===== config.mk =====
export PLATFORM = sky130hd
export DESIGN_NAME = srecord_s1_encoder
export DESIGN_NICKNAME = d
export VERILOG_FILES = /design/src/rtl/core/srec_pkg.sv /design/src/rtl/core/srec_front.sv /design/src/rtl/core/srec_queue.sv /design/src/rtl/core/srec_back.sv /design/src/rtl/core/srecord_s1_encoder.sv
export SDC_FILE = /design/constraint.sdc
export NUM_CORES = 1
export LEC_CHECK = 0
export CAP_MARGIN = 20
export CORE_ASPECT_RATIO = 0.6
export CORE_UTILIZATION = 35
export DETAILED_ROUTE_END_ITERATION = 8
export DONT_BUFFER_PORTS = 1
export PLACE_DENSITY_LB_ADDON = 0.25
export SLEW_MARGIN = 20
export SYNTH_ARGS = -nofsm -noshare
export SYNTH_HDL_FRONTEND = slang
export SYNTH_SLANG_ARGS = --single-unit

===== constraint.sdc =====
create_clock -name clk -period 4.6 [get_ports clk]
set_input_delay 0.92 -clock clk [delete_from_list [all_inputs] [get_ports clk]]
set_output_delay 0.92 -clock clk [all_outputs]
set_load 0.005 [all_outputs]

===== src/rtl/core/srec_pkg.sv =====
// shared types, character codes and helper functions of the s-record encoder
package srec_pkg;

  // ascii characters of the record text
  localparam logic [7:0] ChS    = 8'h53;
  localparam logic [7:0] ChOne  = 8'h31;
  localparam logic [7:0] ChNine = 8'h39;
  localparam logic [7:0] ChZero = 8'h30;
  localparam logic [7:0] ChNl   = 8'h0A;

  // number of entries in the front-to-back queue
  localparam int QueueDepth = 2;

  // number of characters in the closing text
  localparam logic [8:0] EndLen = 9'd11;

  // one classified item handed from front to back
  typedef struct packed {
    logic [7:0]  data;
    logic        hdr;
    logic [15:0] addr;
    logic        close;
    logic [7:0]  pad;
    logic [7:0]  csum;
    logic        last;
  } srec_job_t;

  // phase of the character sequencer
  typedef enum logic [2:0] {
    PH_HDR,
    PH_DATA,
    PH_PAD,
    PH_SUM,
    PH_NL,
    PH_END
  } srec_phase_t;

  // upper-case hex digit of one nibble
  function automatic logic [7:0] hex_char(input logic [3:0] nib);
    logic [7:0] res;
    if (nib < 4'd10) begin
      res = 8'h30 + {4'd0, nib};
    end else begin
      res = 8'h37 + {4'd0, nib};
    end
    return res;
  endfunction

  // closing text "S9030000FC" and a newline
  function automatic logic [7:0] end_char(input logic [3:0] idx);
    logic [7:0] res;
    case (idx)
      4'd0:    res = ChS;
      4'd1:    res = ChNine;
      4'd2:    res = 8'h30;
      4'd3:    res = 8'h33;
      4'd4:    res = 8'h30;
      4'd5:    res = 8'h30;
      4'd6:    res = 8'h30;
      4'd7:    res = 8'h30;
      4'd8:    res = 8'h46;
      4'd9:    res = 8'h43;
      default: res = ChNl;
    endcase
    return res;
  endfunction

endpackage


===== src/rtl/core/srec_front.sv =====
// front part: accepts image bytes, tracks record state and classifies each item
module srec_front #(
  parameter int RECORD_BYTES = 10
) (
  input  logic              clk,
  input  logic              rst,
  input  logic              in_valid,
  output logic              in_stall,
  input  logic [7:0]        data_byte,
  input  logic              final_byte,
  input  logic              q_full,
  output logic              push,
  output srec_pkg::srec_job_t job
);
  import srec_pkg::*;

  localparam logic [7:0]  RecBytes  = 8'(RECORD_BYTES);
  localparam logic [7:0]  CountByte = 8'(RECORD_BYTES + 3);
  localparam logic [15:0] AddrStep  = 16'(RECORD_BYTES);

  logic [7:0]  bytes_in_record, bytes_in_record_next;
  logic [15:0] record_address, record_address_next;
  logic [7:0]  running_sum, running_sum_next;

  logic       hdr;
  logic [7:0] base_sum;
  logic [7:0] new_sum;
  logic [7:0] bir_inc;
  logic       full_rec;

  // handshake: stall only while the queue has no room
  assign in_stall = q_full;
  assign push     = in_valid && !q_full;

  // classify the item against the open record
  always_comb begin
    hdr      = (bytes_in_record == 8'd0);
    base_sum = hdr ? (CountByte + record_address[15:8] + record_address[7:0])
                   : running_sum;
    new_sum  = base_sum + data_byte;
    bir_inc  = bytes_in_record + 8'd1;
    full_rec = (bir_inc >= RecBytes);

    job.data  = data_byte;
    job.hdr   = hdr;
    job.addr  = record_address;
    job.close = full_rec || final_byte;
    job.pad   = full_rec ? 8'd0 : (RecBytes - bir_inc);
    job.csum  = ~new_sum;
    job.last  = final_byte;
  end

  // record state update
  always_comb begin
    bytes_in_record_next = bytes_in_record;
    record_address_next  = record_address;
    running_sum_next     = running_sum;
    if (push) begin
      if (final_byte) begin
        bytes_in_record_next = 8'd0;
        record_address_next  = 16'd0;
        running_sum_next     = 8'd0;
      end else if (full_rec) begin
        bytes_in_record_next = 8'd0;
        record_address_next  = record_address + AddrStep;
        running_sum_next     = 8'd0;
      end else begin
        bytes_in_record_next = bir_inc;
        running_sum_next     = new_sum;
      end
    end
  end

  always_ff @(posedge clk) begin
    if (rst) begin
      bytes_in_record <= 8'd0;
      record_address  <= 16'd0;
      running_sum     <= 8'd0;
    end else begin
      bytes_in_record <= bytes_in_record_next;
      record_address  <= record_address_next;
      running_sum     <= running_sum_next;
    end
  end

endmodule


===== src/rtl/core/srec_queue.sv =====
// short queue of classified items between front and back
module srec_queue (
  input  logic                clk,
  input  logic                rst,
  input  logic                push,
  input  srec_pkg::srec_job_t push_job,
  input  logic                pop,
  output logic                q_full,
  output logic                q_valid,
  output srec_pkg::srec_job_t head_job
);
  import srec_pkg::*;

  localparam int PtrW = (QueueDepth > 1) ? $clog2(QueueDepth) : 1;
  localparam int CntW = $clog2(QueueDepth + 1);

  srec_job_t       entries [QueueDepth];
  logic [PtrW-1:0] wr_ptr, rd_ptr;
  logic [CntW-1:0] count;

  assign q_full   = (count == CntW'(QueueDepth));
  assign q_valid  = (count != '0);
  assign head_job = entries[rd_ptr];

  // entry storage
  always_ff @(posedge clk) begin
    if (push) begin
      entries[wr_ptr] <= push_job;
    end
  end

  // pointers and fill count
  always_ff @(posedge clk) begin
    if (rst) begin
      wr_ptr <= '0;
      rd_ptr <= '0;
      count  <= '0;
    end else begin
      if (push) begin
        wr_ptr <= (wr_ptr == PtrW'(QueueDepth - 1)) ? '0 : wr_ptr + 1'b1;
      end
      if (pop) begin
        rd_ptr <= (rd_ptr == PtrW'(QueueDepth - 1)) ? '0 : rd_ptr + 1'b1;
      end
      if (push && !pop) begin
        count <= count + 1'b1;
      end else if (pop && !push) begin
        count <= count - 1'b1;
      end
    end
  end

endmodule


===== src/rtl/core/srec_back.sv =====
// back part: expands each classified item into characters, one per cycle unless the output stalls
module srec_back #(
  parameter int RECORD_BYTES = 10
) (
  input  logic                clk,
  input  logic                rst,
  input  logic                q_valid,
  input  srec_pkg::srec_job_t head_job,
  output logic                pop,
  output logic                out_valid,
  input  logic                out_stall,
  output logic [7:0]          out_char,
  output logic                run_last
);
  import srec_pkg::*;

  localparam logic [7:0] CountByte = 8'(RECORD_BYTES + 3);

  srec_phase_t ph, ph_next, cur_ph;
  logic        started, started_next;
  logic [8:0]  cnt, cnt_next;

  logic        adv;
  logic        emit;
  logic        phase_end;
  logic        job_done;
  logic [7:0]  char_sel;
  logic [8:0]  pad_chars;
  logic [3:0]  nib;

  assign adv    = !out_valid || !out_stall;
  assign emit   = adv && q_valid;
  assign pop    = emit && job_done;
  assign cur_ph = started ? ph : (head_job.hdr ? PH_HDR : PH_DATA);
  assign pad_chars = {head_job.pad, 1'b0} - 9'd1;

  // next phase and character index
  always_comb begin
    phase_end    = 1'b0;
    job_done     = 1'b0;
    ph_next      = cur_ph;
    case (cur_ph)
      PH_HDR: begin
        phase_end = (cnt == 9'd7);
        ph_next   = PH_DATA;
      end
      PH_DATA: begin
        phase_end = (cnt == 9'd1);
        if (!head_job.close) begin
          job_done = phase_end;
        end else if (head_job.pad != 8'd0) begin
          ph_next = PH_PAD;
        end else begin
          ph_next = PH_SUM;
        end
      end
      PH_PAD: begin
        phase_end = (cnt == pad_chars);
        ph_next   = PH_SUM;
      end
      PH_SUM: begin
        phase_end = (cnt == 9'd1);
        ph_next   = PH_NL;
      end
      PH_NL: begin
        phase_end = 1'b1;
        job_done  = !head_job.last;
        ph_next   = PH_END;
      end
      PH_END: begin
        phase_end = (cnt == EndLen - 9'd1);
        job_done  = phase_end;
      end
      default: begin
        phase_end = 1'b1;
        job_done  = 1'b1;
      end
    endcase

    // stay in the phase until its last character
    if (!phase_end) begin
      ph_next = cur_ph;
    end

    started_next = started;
    cnt_next     = cnt;
    if (emit) begin
      started_next = !job_done;
      cnt_next     = phase_end ? 9'd0 : cnt + 9'd1;
    end
  end

  // character for the current phase and index
  always_comb begin
    nib      = 4'd0;
    char_sel = ChNl;
    case (cur_ph)
      PH_HDR: begin
        case (cnt[2:0])
          3'd0:    nib = 4'd0;
          3'd1:    nib = 4'd0;
          3'd2:    nib = CountByte[7:4];
          3'd3:    nib = CountByte[3:0];
          3'd4:    nib = head_job.addr[15:12];
          3'd5:    nib = head_job.addr[11:8];
          3'd6:    nib = head_job.addr[7:4];
          default: nib = head_job.addr[3:0];
        endcase
        if (cnt[2:0] == 3'd0) begin
          char_sel = ChS;
        end else if (cnt[2:0] == 3'd1) begin
          char_sel = ChOne;
        end else begin
          char_sel = hex_char(nib);
        end
      end
      PH_DATA: begin
        nib      = cnt[0] ? head_job.data[3:0] : head_job.data[7:4];
        char_sel = hex_char(nib);
      end
      PH_PAD: begin
        char_sel = ChZero;
      end
      PH_SUM: begin
        nib      = cnt[0] ? head_job.csum[3:0] : head_job.csum[7:4];
        char_sel = hex_char(nib);
      end
      PH_NL: begin
        char_sel = ChNl;
      end
      PH_END: begin
        char_sel = end_char(cnt[3:0]);
      end
      default: begin
        char_sel = ChNl;
      end
    endcase
  end

  // sequencer state
  always_ff @(posedge clk) begin
    if (rst) begin
      ph      <= PH_HDR;
      started <= 1'b0;
      cnt     <= 9'd0;
    end else if (emit) begin
      ph      <= ph_next;
      started <= started_next;
      cnt     <= cnt_next;
    end
  end

  // output register
  always_ff @(posedge clk) begin
    if (rst) begin
      out_valid <= 1'b0;
    end else if (adv) begin
      out_valid <= q_valid;
    end
  end

  always_ff @(posedge clk) begin
    if (emit) begin
      out_char <= char_sel;
      run_last <= job_done;
    end
  end

endmodule


===== src/rtl/core/srecord_s1_encoder.sv =====
// S1 record encoder: image bytes in, s-record text out one character per cycle when not stalled
// an item passes through the queue and the output register before its first character appears
// throughput: one output character per cycle while not stalled, set by the character sequencer;
//   a byte gives 2 characters, plus 8 for a record header, 3 to close a record,
//   2 per pad byte and 11 for the closing text after the final byte
// reset: synchronous, clears record state, queue and output register
module srecord_s1_encoder #(
  parameter int RECORD_BYTES = 10
) (
  input  logic       clk,
  input  logic       rst,
  input  logic       in_valid,
  output logic       in_stall,
  input  logic [7:0] data_byte,
  input  logic       final_byte,
  output logic       out_valid,
  input  logic       out_stall,
  output logic [7:0] out_char,
  output logic       run_last
);
  import srec_pkg::*;

  srec_job_t push_job;
  srec_job_t head_job;
  logic      push;
  logic      pop;
  logic      q_full;
  logic      q_valid;

  // classify incoming items
  srec_front #(
    .RECORD_BYTES(RECORD_BYTES)
  ) u_front (
    .clk        (clk),
    .rst        (rst),
    .in_valid   (in_valid),
    .in_stall   (in_stall),
    .data_byte  (data_byte),
    .final_byte (final_byte),
    .q_full     (q_full),
    .push       (push),
    .job        (push_job)
  );

  // decouple front and back
  srec_queue u_queue (
    .clk      (clk),
    .rst      (rst),
    .push     (push),
    .push_job (push_job),
    .pop      (pop),
    .q_full   (q_full),
    .q_valid  (q_valid),
    .head_job (head_job)
  );

  // emit characters
  srec_back #(
    .RECORD_BYTES(RECORD_BYTES)
  ) u_back (
    .clk       (clk),
    .rst       (rst),
    .q_valid   (q_valid),
    .head_job  (head_job),
    .pop       (pop),
    .out_valid (out_valid),
    .out_stall (out_stall),
    .out_char  (out_char),
    .run_last  (run_last)
  );

  // a stalled character holds until it is taken
  assert property (@(posedge clk) disable iff (rst)
    out_valid && out_stall
    |=> out_valid && $stable(out_char) && $stable(run_last))
    else $error("stalled character changed");

  // a record start is followed by its type digit
  assert property (@(posedge clk) disable iff (rst)
    out_valid && !out_stall && out_char == ChS
    |=> out_valid && (out_char == ChOne || out_char == ChNine))
    else $error("record start not followed by type digit");

  // no pop from an empty queue
  assert property (@(posedge clk) disable iff (rst)
    pop |-> q_valid)
    else $error("queue popped while empty");

  // input stall only when the queue is full
  assert property (@(posedge clk) disable iff (rst)
    in_stall |-> q_full && !$past(rst))
    else $error("input stalled with room in the queue");

endmodule

* After elaboration in Yosys (flattened, before gate mapping)
Memory sizes are Yosys's and may differ from the RTL's. A register that Yosys moved wholly into a read port is not among the register bits. Cells that the tools add are included.
Storage, ports and cells: bits in registers 59, memory bits (writable) 86, ROM bits 112, input bits 13, output and inout bits 11, word-level logic and storage cells 116, memories 2
Cells by class: $add $sub $neg 18, $lt $le $gt $ge 4, eq/ne operators 16, mux-type cells 38, bitwise operators 1, reductions and logical operators 25
Memory list:
- (no name shown) | depth 16, bits a word 7, read ports 1, clocked after Yosys merged registers in 1, wr ports 0, RTL line srec_pkg.sv:52 | case (idx)
- u_queue.entries | depth 2, bits a word 43, read ports 1, clocked after Yosys merged registers in 1, wr ports 1, RTL line srec_queue.sv:17 | srec_job_t entries [QueueDepth];
Operator list (number):
- 8-bit two-way mux | 11
- 6-bit by 4-bit adder with 7-bit output (first input constant) | 6
- 8-bit case mux with 5 select lines | 1
- 16-bit two-way mux | 2
- 4-bit two-way mux | 5
- 4-bit case mux with 5 select lines | 1
- 16-bit by 4-bit adder with 16-bit output (second input constant) | 1
- 8-bit adder | 2
- 3-bit equality test (second input constant) | 5
- 3-bit case mux with 5 select lines | 1
- 3-bit by 2-bit equality test with 1-bit output (second input constant) | 4
- 4-bit less-than comparator (second input constant) | 3
- 9-bit by 1-bit adder with 9-bit output (second input constant) | 1
- 9-bit by 1-bit equality test with 1-bit output (second input constant) | 1
- 9-bit by 3-bit equality test with 1-bit output (second input constant) | 1
- 9-bit by 4-bit equality test with 1-bit output (second input constant) | 1
- 9-bit equality test | 1
- 1-bit two-way mux | 9
- 3-bit two-way mux | 3
- 9-bit two-way mux | 1
- 9-bit by 1-bit subtractor with 9-bit output (second input constant) | 1
- 4-bit by 8-bit adder with 8-bit output (first input constant) | 1
- 8-bit by 1-bit adder with 8-bit output (second input constant) | 1
- 8-bit by 4-bit >= comparator with 1-bit output (second input constant) | 1
- other kinds (19) | 38

* Logic depth before layout (Yosys ltp)
Gate-level depths: netlist (run 1).
depth in word-level cells 9, gate-level depth with buffers 17, depth with buffers taken out 16

* Cells and area by module
From an unflattened synthesis (run 1), not the netlist that was laid out.
Unflattened totals: cells, all modules 792, area, all modules 8411.8 sq um
By module, submodules not included:
- srec_queue | instances 1, cells each 156, area each 3311.9 sq um, sequential area each 2682.6 sq um
- srec_front | instances 1, cells each 336, area each 2682.6 sq um, sequential area each 620.6 sq um
- srec_back | instances 1, cells each 300, area each 2417.3 sq um, sequential area each 660.6 sq um

* Least setup slack after synthesis (run 1)
No wires, ideal clock.
path type reg2reg, start register with a tool-made name, end register with a tool-made name, setup time 0.117 ns, arrival 3.483 ns, data required time 4.483 ns, setup slack 1.000 ns, cell stages (with the launch flop) 17, buffers on the path 4, clock period less this slack 3.600 ns, cells stage by stage dfxtp_1 buf_6 buf_4 buf_4 mux2i_1 ha_1 nor4bb_1 nor2_1 xor2_1 o32ai_1 a22oi_1 o41ai_2 buf_6 or2_2 inv_1 ha_1 a32o_1

==> results of run 1 <==
state kept, by name (all words and copies together), names as in the netlist, named ones only:
register / flops
u_queue.entries: 84
u_front.record_address: 15
u_back.cnt: 9
u_front.bytes_in_record: 8
u_front.running_sum: 8
u_back.out_char: 7
u_back.ph: 3
u_queue.count: 2
u_back.out_valid: 1
u_back.run_last: 1
u_back.started: 1
u_queue.rd_ptr: 1
u_queue.wr_ptr: 1
stage by stage:
stage / area [sq um] / utilization, % / setup WS, ns / std cells / hold slack, ns
after floorplan: 7730 / - / 1.00 / 719 / 0.432
after global placement: 8010 / 37.6 / 0.770 / 977 / 0.436
after detailed placement: 8010 / 37.6 / 0.531 / 977 / 0.471
after CTS: 8580 / 40.3 / 0.477 / 1009 / 0.481
after global routing: 8590 / 40.4 / 0.549 / 1009 / 0.507
final: 8590 / 40.4 / 0.775 / 1009 / 0.473
critical path, cell delays in order (launching register included):
cell,delay [ns]
dfxtp_2,0.46
mux2_4,0.34
inv_2,0.06
ha_1,0.18
nor4bb_1,0.41
nor2_1,0.15
xor2_1,0.20
o32ai_1,0.32
a22oi_1,0.19
o41ai_4,0.60
or2_2,0.28
inv_1,0.06
ha_1,0.22
a32o_1,0.23
how the worst min path moves through the flow:
stage | endpoint | slack [ns] | cells after the start
2_1_floorplan | u_front.running_sum[0] | 0.43 | 2
3_3_place_gp | u_front.running_sum[0] | 0.44 | 2
3_5_place_dp | u_front.running_sum[0] | 0.47 | 2
4_1_cts | u_front.running_sum[0] | 0.48 | 2
5_1_grt | u_front.running_sum[0] | 0.51 | 2
6_report | u_front.running_sum[0] | 0.47 | 2
final cells by class:
class	count	area [sq um]
Clock inverter	13	138
Timing Repair Buffer	6	45.0
Tap cell	279	349
Clock buffer	19	433
Sequential cell	149	3910
Multi-Input combinational cell	499	3560
Fill cell	1981	12700
Inverter	44	165
cell usage in the layout (no fill, tap or decap), drive strengths merged, types with 11 or more instances in the layout:
cell and instances:
edfxtp 92, nor2 73, dfxtp 57, inv 50, nand2 48, a21oi 48, ha 38, o21ai 35
xnor2 24, xor2 22, nor3 21, clkbuf 19, mux2i 11, nand3 11
metal layers:
| metal | GRT usage [%] | share of wire, % | up-vias |
|---|---|---|---|
| li1 | - | - | 2640 |
| met1 | 26.1 | 55 | 2652 |
| met2 | 23.9 | 39 | 135 |
| met3 | 4.24 | 5.4 | 17 |
| met4 | 4.64 | 0.88 | 0 |
| met5 | 0 | 0 | - |
cell families (layout without fill, tap and decap cells):
kind of cell / Yosys count / in the layout
simple gates: 224 / 224
compound gates: 157 / 157
flops: 149 / 149
buf+inv: 71 / 82
xor+xnor: 47 / 47
fa+ha+maj: 40 / 40
mux: 26 / 26
other cells: 1 / 5
report_power, final:
part	switching, mW	internal, mW
combinational	0.537	0.318
clock	0.605	0.762
sequential	0.108	1.61
total	1.25	2.69
==> flow_summary.yaml, run 1 <==
outcome:
  status: "completed"
yosys:
  yosys-top-cells-count: "92 x edfxtp_1, 72 x nor2_1, 57 x dfxtp_1, 48 x a21oi_1, 48 x nand2_1"
  syn_inst: 715
  syn_area_per_cell_sq_um: 10.8
  ys_types: 81
  ys.flop_type: "edfxtp_1"
  yosysTopAreaCell: "edfxtp_1"
  ys_seq_area_share_pct: 50.6
  synth_seq_cells: 149
  synthArstFlopShare_pct: 0
  synth_most_common_cell: "edfxtp_1"
  synth_xor_area_share_pct: 5.51
  yosysWarnings: 0
  synth_compound_area_share_pct: 14.0
  synth_top_area_share_pct: 35.8
  synth_top_family_by_area: "simple AND/OR/NAND/NOR gates"
  synth_edf_count: 92
  synth_area_leaders: "edfxtp_1 36%, dfxtp_1 15%, ha_1 6.2%"
  synthAdderAreaFrac_pct: 6.68
  syn_area_sq_um: 7720
  yosys-mux-area-fraction_pct: 4.88
  yosys.area_share.simple_pct: 14.5
cts:
  post_cts_resized: 0
  clockRootBuffer: "clkbuf_16"
  cts_buffer_depth: 2
  cts_tree: "done"
  holdBufCountCts: 0
  clk_pin_slew_ns: 0.07
  cts_buffers: 17
  cts_setup_buffers: 0
  htree_levels: 4
  clock_latency_ns: 0.43
  clkSinkCount: 149
worst_setup_path:
  worstPathArrival_ns: 4.14
  crit_path_end_kind: "register"
  rrSetupSlack_ns: 0.78
  worstPathMaxFanout: 11
  path_class: "register to register"
  rr_worst_depth: 13
  worst_setup_path_start_kind: "register"
  worst_ep_required_time_ns: 4.91
floorplanning:
  die_height_um: 117
  initial_core_util_pct: 36.3
  dieWidth_um: 194
  coreArea_sq_um: 21300
  pin_count: 24
  rows: 41
  die_area_sq_um: 22700
flow_run:
  drv_cap: 0
detailed_routing:
  finalWirelength_um: 18500
  wl_per_cell_um: 18.3
  via_per_inst: 5.40
  vias: 5444
  drc: 0
  drt_iter0_markers: 426
  drtPass1Iterations: 5
  antenna_left: 0
place:
  dp_hpwl_um: 13300
  port_buffers: 0
  place.gp.congestion: 0.854
power:
  power.density_nw_per_um2: 459
  leakagePower_nw: 3.09
  finalPower_mw: 3.94
  ir_drop_mv: 0.306
sta:
  finClkSkew_ns: 0.0121
  rsz0062_at_grt: "no"
  tightest_slew_ns: 0.778
  final-hold-violation-count: 0
  finalSetupViolCount: 0
  fmax_mhz: 261
  maxSlewHeadroom_pct: 48.1
  fin_crit_ns: 3.82
  finalCritPeriodShare_pct: 83.1
  slew_violations: 0
  tns_ns: 0
global_routing:
  grt_max_degree: 43
  grt_pass1_wl_um: 29300
  globalRouteOverflowTotal: 0
  grt_antenna_before_repair: 0
  grt_pass1_vias: 5217
  grtUsageTotal_pct: 17.2
layout:
  fin_nets: 770
  layout-drive-gt1-share_pct: 9.86
  diodes: 0
  syn2layout_area_growth_pct: 11.3
worst_hold_path:
  hold_class: "register to register"
  min_from: "u_front.running_sum[0]"
Note: power is estimated with default switching activity, not from simulation.
==> run 2, diff against run 1 <==
==> constraint.sdc (replaced) <==
create_clock -name clk -period 3.4 [get_ports clk]
set_input_delay 0.68 -clock clk [delete_from_list [all_inputs] [get_ports clk]]
set_output_delay 0.68 -clock clk [all_outputs]
set_load 0.005 [all_outputs]
==> run 2 against run 1 <==
Compared with the run above: non-clock buffer count is 9 higher; die area stayed put; cell count rose by 0.89%; first-iteration DRC count up 7.0%; cell area rose by 1.3%; maximum frequency rose by 17%; power rose by 37%; hold slack worse by 0.15 ns; sequential cell count stayed put; sequential power rose by 34%; clock power grew 39%; largest cell class unchanged.
==> flow_summary.yaml, run 2 (same netlist as run 1, synthesis figures left out) <==
detailed_routing:
  drtPass1Iterations: 5
  via_per_inst: 5.37
  vias: 5466
  drt_iter0_markers: 456
  wl_per_cell_um: 18.4
  antenna_left: 0
  finalWirelength_um: 18700
  drc: 0
worst_setup_path:
  crit_path_end_kind: "register"
  crit_slowest_cell: "dfxtp_1"
  cpMostUsedCell: "ha_1"
  path_cells: "ha_1, ha_1, fa_1, xnor2_1, o21ai_0, ha_1, inv_1, o21bai_1, a21o_1, a21o_1, xnor2_1, a2bb2oi_1, nor2_1"
  worst_ep_required_time_ns: 3.72
  worstPathArrival_ns: 3.58
  slowest_delay_ns: 0.43
  worst_setup_path_start_kind: "register"
  worstPathMaxFanout: 5
  path_class: "register to register"
layout:
  final_common_cell: "edfxtp_1"
  layout_common_cells: "92 x edfxtp_1, 70 x nor2_1, 53 x dfxtp_1"
  diodes: 0
  final_util_pct: 40.9
  regMostFlops: "u_queue.entries"
  fin_nets: 779
  fillers: 1984
  layout-drive-gt1-share_pct: 11.9
  syn2layout_area_growth_pct: 12.8
  largest_reg_flops: 84
  layoutNonFillerInstCount: 1018
  largestRegisters: "u_queue.entries: 84 flops, u_front.record_address: 15 flops, u_back.cnt: 9 flops"
cts:
  clk_pin_slew_ns: 0.06
  clockRootBuffer: "clkbuf_16"
  cts_tree: "done"
  holdBufCountCts: 0
  clkSinkCount: 149
  clock_latency_ns: 0.43
  htree_levels: 4
  cts_buffer_depth: 2
  cts_buffers: 17
global_routing:
  grt_max_degree: 43
  grt_antenna_before_repair: 0
  grtUsageTotal_pct: 17.3
  globalRouteOverflowTotal: 0
  grt_pass1_wl_um: 29200
  grt_pass1_vias: 5145
sta:
  finalCritPeriodShare_pct: 96.0
  fmax_mhz: 306
  finalSetupViolCount: 0
  finClkSkew_ns: 0.00803
  rsz0062_at_grt: "no"
  slew_violations: 0
  layout_setup_ws_ns: 0.137
  final-hold-violation-count: 0
  tns_ns: 0
  tightest_slew_ns: 0.589
  maxSlewHeadroom_pct: 59.6
  fin_crit_ns: 3.26
floorplanning:
  die_height_um: 117
  initial_core_util_pct: 36.3
  die_area_sq_um: 22700
  rows: 41
  coreArea_sq_um: 21300
  pin_count: 24
  dieWidth_um: 194
outcome:
  status: "completed"
place:
  port_buffers: 0
  place.gp.congestion: 0.877
  post-place-ws_ns: 0.176
  dpl.cell_count: 986
  dp_hpwl_um: 13800
worst_hold_path:
  hold_class: "primary input to register"
flow_run:
  drv_cap: 0
power:
  power.density_nw_per_um2: 622
  leakagePower_nw: 3.15
  ir_drop_mv: 0.394
## run 2: cell count changes in the layout (fill, tap and decap cells not counted), sizes merged
| cell | before | now |
|---|---|---|
| buf | 6 | 15 |
| bufinv | 1 | 3 |
| clkinv | 4 | 8 |
| clkinvlp | 2 | 3 |
| inv | 50 | 43 |
## run 2: stage by stage
stage	hold slack, ns	total power, mW	instance area (sq um)
CTS	0.299	5.45	8700
floorplan	0.432	3.16	7780
global route	0.300	5.67	8700
detailed placement	0.447	3.53	8100
finish	0.321	5.41	8700
global placement	0.435	3.49	8100
## run 2: final timing paths
path | startpoint | endpoint | slack (ns) | cells after the start
max | u_front.record_address[9] | u_front.running_sum[6] | 0.14 | 13
min | rst | u_front.bytes_in_record[0] | 0.32 | 1
max reg2reg | u_front.record_address[9] | u_front.running_sum[6] | 0.14 | 13
min reg2reg | u_front.running_sum[0] | u_front.running_sum[0] | 0.45 | 2
## run 2: report_power, final
part           internal [mW]  leakage (nW)  switching (mW)
Sequential              2.18          1.33           0.113
Clock                   1.15         0.283           0.753
Combinational          0.455          1.55           0.758
Total                   3.79          3.15            1.62
## run 2: repair_timing
item / CTS / global route
endpoints found under the hold margin: 0 / 0
setup endpoints to repair: 0 / 7
resized for setup: 0 / 4
setup buffers: 0 / 0
## run 2: worst max-delay path, delay by kind of cell (launching register included)
| kind | cells | cell delay [ns] |
|---|---|---|
| adder cells (fa/ha/maj) | 4 | 1.18 |
| AO/OA/AOI/OAI | 5 | 0.85 |
| XOR/XNOR | 2 | 0.54 |
| flip-flops | 1 | 0.43 |
| buffers and inverters | 1 | 0.10 |
| AND/OR/NAND/NOR | 1 | 0.06 |
## run 2: cell type report
type | count | area, sq um | share of cell area (%)
inverter | 44 | 165 | 1.90
tap | 279 | 349 | 4.01
multi-input combinational | 499 | 3570 | 41.1
sequential | 149 | 3910 | 44.9
clock buffer | 19 | 433 | 4.97
timing repair buffer | 15 | 113 | 1.29
clock inverter | 13 | 159 | 1.83
## run 2: routing by layer
metal  routed length (um)  global-route usage (%)  share of wire (%)
met1                10200                    26.3                 54
met2                 7410                    24.4                 40
met3                  994                    4.24                5.3
met4                  136                    4.16               0.73
met5                    0                       0                  0
